$ cat config.mk
export PLATFORM = sky130hd
export DESIGN_NAME = depth_guided_row_hole_fill
export DESIGN_NICKNAME = d
export VERILOG_FILES = /design/src/rtl/core/dghf_pkg.sv /design/src/rtl/core/dghf_fill.sv /design/src/rtl/core/depth_guided_row_hole_fill.sv
export SDC_FILE = /design/constraint.sdc
export NUM_CORES = 1
export LEC_CHECK = 0
export BUFFER_PORTS_ARGS = -buffer_cell sky130_fd_sc_hd__clkbuf_2
export CAP_MARGIN = 20
export CORE_MARGIN = 2
export CORE_UTILIZATION = 45
export CTS_CLUSTER_DIAMETER = 50
export CTS_CLUSTER_SIZE = 30
export DETAILED_ROUTE_END_ITERATION = 12
export SLEW_MARGIN = 10
export SYNTH_ARGS = -nofsm -noshare
export SYNTH_HDL_FRONTEND = slang
export SYNTH_SLANG_ARGS = --single-unit
$ cat constraint.sdc
create_clock -name i_clk -period 5 [get_ports i_clk]
set_input_delay 0.25 -clock i_clk [delete_from_list [all_inputs] [get_ports i_clk]]
set_output_delay 0.25 -clock i_clk [all_outputs]
set_load 0.05 [all_outputs]
$ cat src/rtl/core/dghf_pkg.sv
// shared types and constants for the depth guided row hole fill block
package dghf_pkg;

    localparam int PIX_W = 8;
    localparam int RUN_W = 11;

    // one pixel item
    typedef struct packed {
        logic [PIX_W-1:0] luma;
        logic [PIX_W-1:0] chroma_b;
        logic [PIX_W-1:0] chroma_r;
        logic [PIX_W-1:0] depth;
        logic             row_end;
    } t_pix;

    // one run-length item
    typedef struct packed {
        logic [RUN_W-1:0] run_length;
        logic [PIX_W-1:0] out_luma;
        logic [PIX_W-1:0] out_chroma_b;
        logic [PIX_W-1:0] out_chroma_r;
        logic             was_filled;
        logic             ends_row;
        logic             last_of_item;
    } t_run;

    // most recent valid pixel of the current row
    typedef struct packed {
        logic             valid;
        logic [PIX_W-1:0] luma;
        logic [PIX_W-1:0] chroma_b;
        logic [PIX_W-1:0] chroma_r;
        logic [PIX_W-1:0] depth;
    } t_left;

    localparam t_left LEFT_CLEAR = '0;

endpackage

$ cat src/rtl/core/dghf_fill.sv
// fill decision: runs produced by one pixel and the next row state
module dghf_fill #(
    parameter int MAX_ROW_WIDTH = 1024,
    parameter int HCW           = 11
) (
    input  dghf_pkg::t_pix  i_pix,
    input  dghf_pkg::t_left i_left,
    input  logic [HCW-1:0]  i_hole_cnt,
    output logic [1:0]      o_num_runs,
    output dghf_pkg::t_run  o_run0,
    output dghf_pkg::t_run  o_run1,
    output dghf_pkg::t_left o_left,
    output logic [HCW-1:0]  o_hole_cnt
);
    import dghf_pkg::*;

    logic           hole;
    logic [HCW-1:0] hole_cnt_inc;
    logic           take_left;
    t_run           pass_run;

    // hole detection and saturating count
    assign hole         = (i_pix.luma == '0);
    assign hole_cnt_inc = (i_hole_cnt < HCW'(MAX_ROW_WIDTH)) ? i_hole_cnt + HCW'(1)
                                                             : i_hole_cnt;
    // left neighbor wins ties on depth
    assign take_left    = i_left.valid && (i_left.depth <= i_pix.depth);

    // the pixel's own pass-through run
    always_comb begin
        pass_run.run_length   = RUN_W'(1);
        pass_run.out_luma     = i_pix.luma;
        pass_run.out_chroma_b = i_pix.chroma_b;
        pass_run.out_chroma_r = i_pix.chroma_r;
        pass_run.was_filled   = 1'b0;
        pass_run.ends_row     = i_pix.row_end;
        pass_run.last_of_item = 1'b1;
    end

    // runs caused by this pixel
    always_comb begin
        o_num_runs = 2'd0;
        o_run0     = pass_run;
        o_run1     = pass_run;
        if (hole) begin
            // left colors are zero when no valid pixel was seen in this row
            o_run0.run_length   = RUN_W'(hole_cnt_inc);
            o_run0.out_luma     = i_left.luma;
            o_run0.out_chroma_b = i_left.chroma_b;
            o_run0.out_chroma_r = i_left.chroma_r;
            o_run0.was_filled   = i_left.valid;
            o_run0.ends_row     = 1'b1;
            o_run0.last_of_item = 1'b1;
            o_num_runs          = i_pix.row_end ? 2'd1 : 2'd0;
        end else if (i_hole_cnt != '0) begin
            o_run0.run_length   = RUN_W'(i_hole_cnt);
            o_run0.out_luma     = take_left ? i_left.luma     : i_pix.luma;
            o_run0.out_chroma_b = take_left ? i_left.chroma_b : i_pix.chroma_b;
            o_run0.out_chroma_r = take_left ? i_left.chroma_r : i_pix.chroma_r;
            o_run0.was_filled   = 1'b1;
            o_run0.ends_row     = 1'b0;
            o_run0.last_of_item = 1'b0;
            o_num_runs          = 2'd2;
        end else begin
            o_num_runs = 2'd1;
        end
    end

    // next row state
    always_comb begin
        o_left     = i_left;
        o_hole_cnt = i_hole_cnt;
        if (i_pix.row_end) begin
            o_left     = LEFT_CLEAR;
            o_hole_cnt = '0;
        end else if (hole) begin
            o_hole_cnt = hole_cnt_inc;
        end else begin
            o_left.valid    = 1'b1;
            o_left.luma     = i_pix.luma;
            o_left.chroma_b = i_pix.chroma_b;
            o_left.chroma_r = i_pix.chroma_r;
            o_left.depth    = i_pix.depth;
            o_hole_cnt      = '0;
        end
    end

endmodule

$ cat src/rtl/core/depth_guided_row_hole_fill.sv
// top level of the depth guided row hole fill block
//
//  channel | direction | handshake            | payload
//  pixel   | in        | i_valid / o_stall    | i_pix (t_pix)
//  run     | out       | o_valid / i_stall    | o_run (t_run)
//
// a pixel sits in the input register, then its runs go to a
// two-entry result buffer; the output shows the buffer head
// one pixel per cycle while each pixel yields at most one run and i_stall is
// low; a pixel that closes a hole run yields two runs and stalls the input.
// synchronous active-low reset clears row state, valids and the buffer count
// the input register is released only when the result buffer can take two runs
module depth_guided_row_hole_fill #(
    parameter int MAX_ROW_WIDTH = 1024
) (
    input  logic           i_clk,
    input  logic           i_rst_n,
    input  logic           i_valid,
    output logic           o_stall,
    input  dghf_pkg::t_pix i_pix,
    output logic           o_valid,
    input  logic           i_stall,
    output dghf_pkg::t_run o_run
);
    import dghf_pkg::*;

    localparam int HCW = $clog2(MAX_ROW_WIDTH + 1);

    logic           r_in_vld, n_in_vld;
    t_pix           r_in;
    t_left          r_left, n_left;
    logic [HCW-1:0] r_hole_cnt, n_hole_cnt;
    t_run           r_q [2];
    t_run           n_q [2];
    logic [1:0]     r_cnt, n_cnt;

    logic           pop;
    logic           consume;
    logic           accept;
    logic [1:0]     num_runs;
    t_run           run0, run1;

    // fill decision for the registered pixel
    dghf_fill #(
        .MAX_ROW_WIDTH (MAX_ROW_WIDTH),
        .HCW           (HCW)
    ) u_fill (
        .i_pix      (r_in),
        .i_left     (r_left),
        .i_hole_cnt (r_hole_cnt),
        .o_num_runs (num_runs),
        .o_run0     (run0),
        .o_run1     (run1),
        .o_left     (n_left),
        .o_hole_cnt (n_hole_cnt)
    );

    // handshakes
    assign o_valid = (r_cnt != 2'd0);
    assign o_run   = r_q[0];
    assign pop     = o_valid && !i_stall;
    assign consume = r_in_vld && ((r_cnt == 2'd0) || ((r_cnt == 2'd1) && pop));
    assign o_stall = r_in_vld && !consume;
    assign accept  = i_valid && !o_stall;
    assign n_in_vld = accept || (r_in_vld && !consume);

    // result buffer next value
    always_comb begin
        n_q   = r_q;
        n_cnt = r_cnt;
        if (consume) begin
            n_q[0] = run0;
            n_q[1] = run1;
            n_cnt  = num_runs;
        end else if (pop) begin
            n_q[0] = r_q[1];
            n_cnt  = r_cnt - 2'd1;
        end
    end

    // control state
    always_ff @(posedge i_clk) begin
        if (!i_rst_n) begin
            r_in_vld   <= 1'b0;
            r_cnt      <= 2'd0;
            r_left     <= LEFT_CLEAR;
            r_hole_cnt <= '0;
        end else begin
            r_in_vld <= n_in_vld;
            r_cnt    <= n_cnt;
            if (consume) begin
                r_left     <= n_left;
                r_hole_cnt <= n_hole_cnt;
            end
        end
    end

    // payload registers
    always_ff @(posedge i_clk) begin
        if (accept) begin
            r_in <= i_pix;
        end
        r_q <= n_q;
    end

endmodule
==> flow_metrics.tcl <==
set metrics [dict create \
    status "finished clean" \
    fillers 1203 \
    finalClockSkew_ns 0.01015 \
    worstPathMaxFanout 25 \
    antenna_cells 0 \
    die_y_um 121.8 \
    syn-num-nets 600 \
    core_mm2 0.01372 \
    grt_max_degree 54 \
    clkLatencyLatePin_ns 0.42 \
    cts_resized 0 \
    tritoncts "built" \
    antenna_left 0 \
    htreeDepth 4 \
    crit_required_ns 5.12 \
    cts_num_sinks 143 \
    antenna_found_initial 0 \
    crit_chain "inv_1, ha_1, nand2_1, o21ai_0, a211o_1, o21a_1, o211ai_1" \
    irDropWorstVdd_uv 277.6 \
    synth_area_mm2 0.006243 \
    synth_edf_count 96 \
    hold_violations 0 \
    postLayoutCellArea_mm2 0.007402 \
    slew_viol_final 0 \
    max_slew.worst_pin.slew_ns 1.038 \
    start_util 0.4551 \
    synth_flop_cell "edfxtp_1" \
    rsz0062_at_grt "no" \
    min_path_type "in2reg" \
    period_needed_ns 3.258 \
    setup_viol 0 \
    syn_to_final_growth_pct 18.56 \
    setup_tns_ns 0 \
    drt_iter0_drc 504 \
    wl_per_cell_um 16.46 \
    io_buffer_count 76 \
    cts_made_buffers 17 \
    drt-total-wl_mm 13.18 \
    drtPass1Iterations 5 \
    via_count 4385 \
    die-area_mm2 0.01483 \
    ys_warn_count 0 \
    critical_path_class "reg2reg" \
    yosys_register_bits 143 \
    cpMaxStageDelayCell "o21a_1" \
    seq_area_mm2 0.003824 \
    cts_root_buffer "clkbuf_16" \
    final_common_cell "edfxtp_1" \
    fp.dieW_um 121.8 \
    fin_nets 657 \
    critPathLaunchType "flop" \
    synthArstFlopShare 0 \
    grt-ovfl-total 0 \
    first_global_vias 4185 \
    cts_buffer_depth 2 \
    slowest_delay_ns 0.88 \
    gp_congestion 0.7923 \
    critPathCaptureType "flop" \
    postPlaceCellArea_mm2 0.006507 \
    boundaryPins 77 \
    final_layout_size_suffix_gt1_frac 0.1997 \
    min_period_over_period 0.6515 \
    ys_types 42 \
    maxCapViolations 0 \
    synthCells 551 \
    hpwl_mm 7.848 \
    grt_pass1_wl_mm 21.29 \
    cellLeakagePower_nw 2.617 \
    power.density_mw_per_mm2 431.8 \
    drc 0 \
    rows 43 \
    cp_data_arrival_time_ns 3.37 \
    gr-usage-all-layers 0.1865 \
    vias_per_cell 5.474 \
    fmax_ghz 0.3070 \
    multi_input_area_mm2 0.001951 \
    synth_seq_area_share 0.6124 \
    synth_area_per_cell_um2 11.33 \
    relSlewSlack 0.3068 \
    final_cell_mix "edfxtp_1 (96), clkbuf_2 (76), nand2_1 (62)" \
    clk_pin_slew_ns 0.06 \
]
## cell type report
type,count,area share
Sequential cell,143,0.5166
Inverter,18,0.009128
Tap cell,180,0.03043
Multi-Input combinational cell,315,0.2635
Clock inverter,13,0.02181
Timing Repair Buffer,113,0.09872
Clock buffer,19,0.05984
## power by group
part,internal (mW),leakage (nW),total (mW),switching (mW)
logic,0.120,1.04,0.468,0.348
clock network,0.798,0.286,1.28,0.487
registers,1.39,1.29,1.44,0.0496
total,2.31,2.62,3.20,0.884
## what timing repair did
| item | 4_1_cts | 5_1_grt |
|---|---|---|
| buffers inserted | 0 | 0 |
| hold buffers | 29 | 0 |
| hold endpoints to repair | 29 | 0 |
## layer usage
layer / global-route usage / vias to the layer above / part of all wire
met3: 0.04728 / 20 / 0.056
li1: - / 2111 / -
met1: 0.2498 / 2113 / 0.45
met4: 0.06753 / 0 / 0.016
met5: 0 / - / 0
met2: 0.2947 / 141 / 0.48
## synth_stat cells, types with 2 or more instances
cell type	count	area, µm²
edfxtp_1	96	2883
nand2_1	62	232.7
nor2_1	48	180.2
dfxtp_1	47	940.9
buf_4	38	285.3
o211ai_1	34	255.2
a22oi_1	32	240.2
clkbuf_1	24	90.09
a21oi_1	22	110.1
inv_1	18	67.56
o2111ai_1	16	140.1
o21ai_0	14	70.07
ha_1	12	150.1
or3_1	11	68.82
buf_2	10	50.05
nor3_1	9	45.04
o21a_1	9	67.56
nand3_1	5	25.02
nor2b_1	5	31.28
nor3b_1	4	30.03
buf_1	3	11.26
nand3b_1	3	22.52
nor4_1	3	18.77
and2_1	2	12.51
and4_1	2	17.52
nand2b_1	2	12.51
nand4_1	2	12.51
nor4_2	2	25.02
xnor2_1	2	17.52
xor2_1	2	17.52
## critical path, delay by kind of cell, from the launching register on
kind            cells  cell delay [ns]
simple gates        1             0.10
fa+ha+maj           1             0.30
compound gates      4             2.14
buf+inv             1             0.05
flops               1             0.34
## registers in the layout (all words and copies together) (netlist names)
register / count
r_cnt: 2
r_q: 25
r_hole_cnt: 11
o_run: 38
r_left: 33
r_in: 33
r_in_vld: 1
## worst paths after layout
path | start | end | slack (ns) | depth (start not counted)
worst max register to register | r_in[8] | o_run[5] | 1.74 | 7
worst min register to register | r_in[19] | r_q[13] | 0.48 | 0
worst min-delay path | i_pix[17] | r_in[17] | 0.03 | 1
worst max-delay path | r_in[8] | o_run[5] | 1.74 | 7
## cell families after synthesis
kind of cell,count (synthesis),share of synthesized area
AO/OA/AOI/OAI,136,0.1555
XOR/XNOR,4,0.005612
adder cells (fa/ha/maj),12,0.02405
buffers and inverters,93,0.08076
flip-flops,143,0.6124
AND/OR/NAND/NOR,163,0.1216
## through the flow
stage / hold WS (ns) / utilization / total power, mW / instances / setup WS [ns]
after floorplan: 0.3489 / - / 1.852 / 551 / 1.159
after global placement: 0.4266 / 0.4743 / 1.916 / 740 / 1.897
after detailed placement: 0.4286 / 0.4743 / 1.923 / 740 / 1.799
after CTS: 0.009299 / 0.5395 / 3.229 / 801 / 1.744
after global routing: 0.009518 / 0.5395 / 3.314 / 801 / 1.474
final: 0.03144 / 0.5395 / 3.196 / 801 / 1.742
No activity file was read; power rests on OpenSTA's default activity.
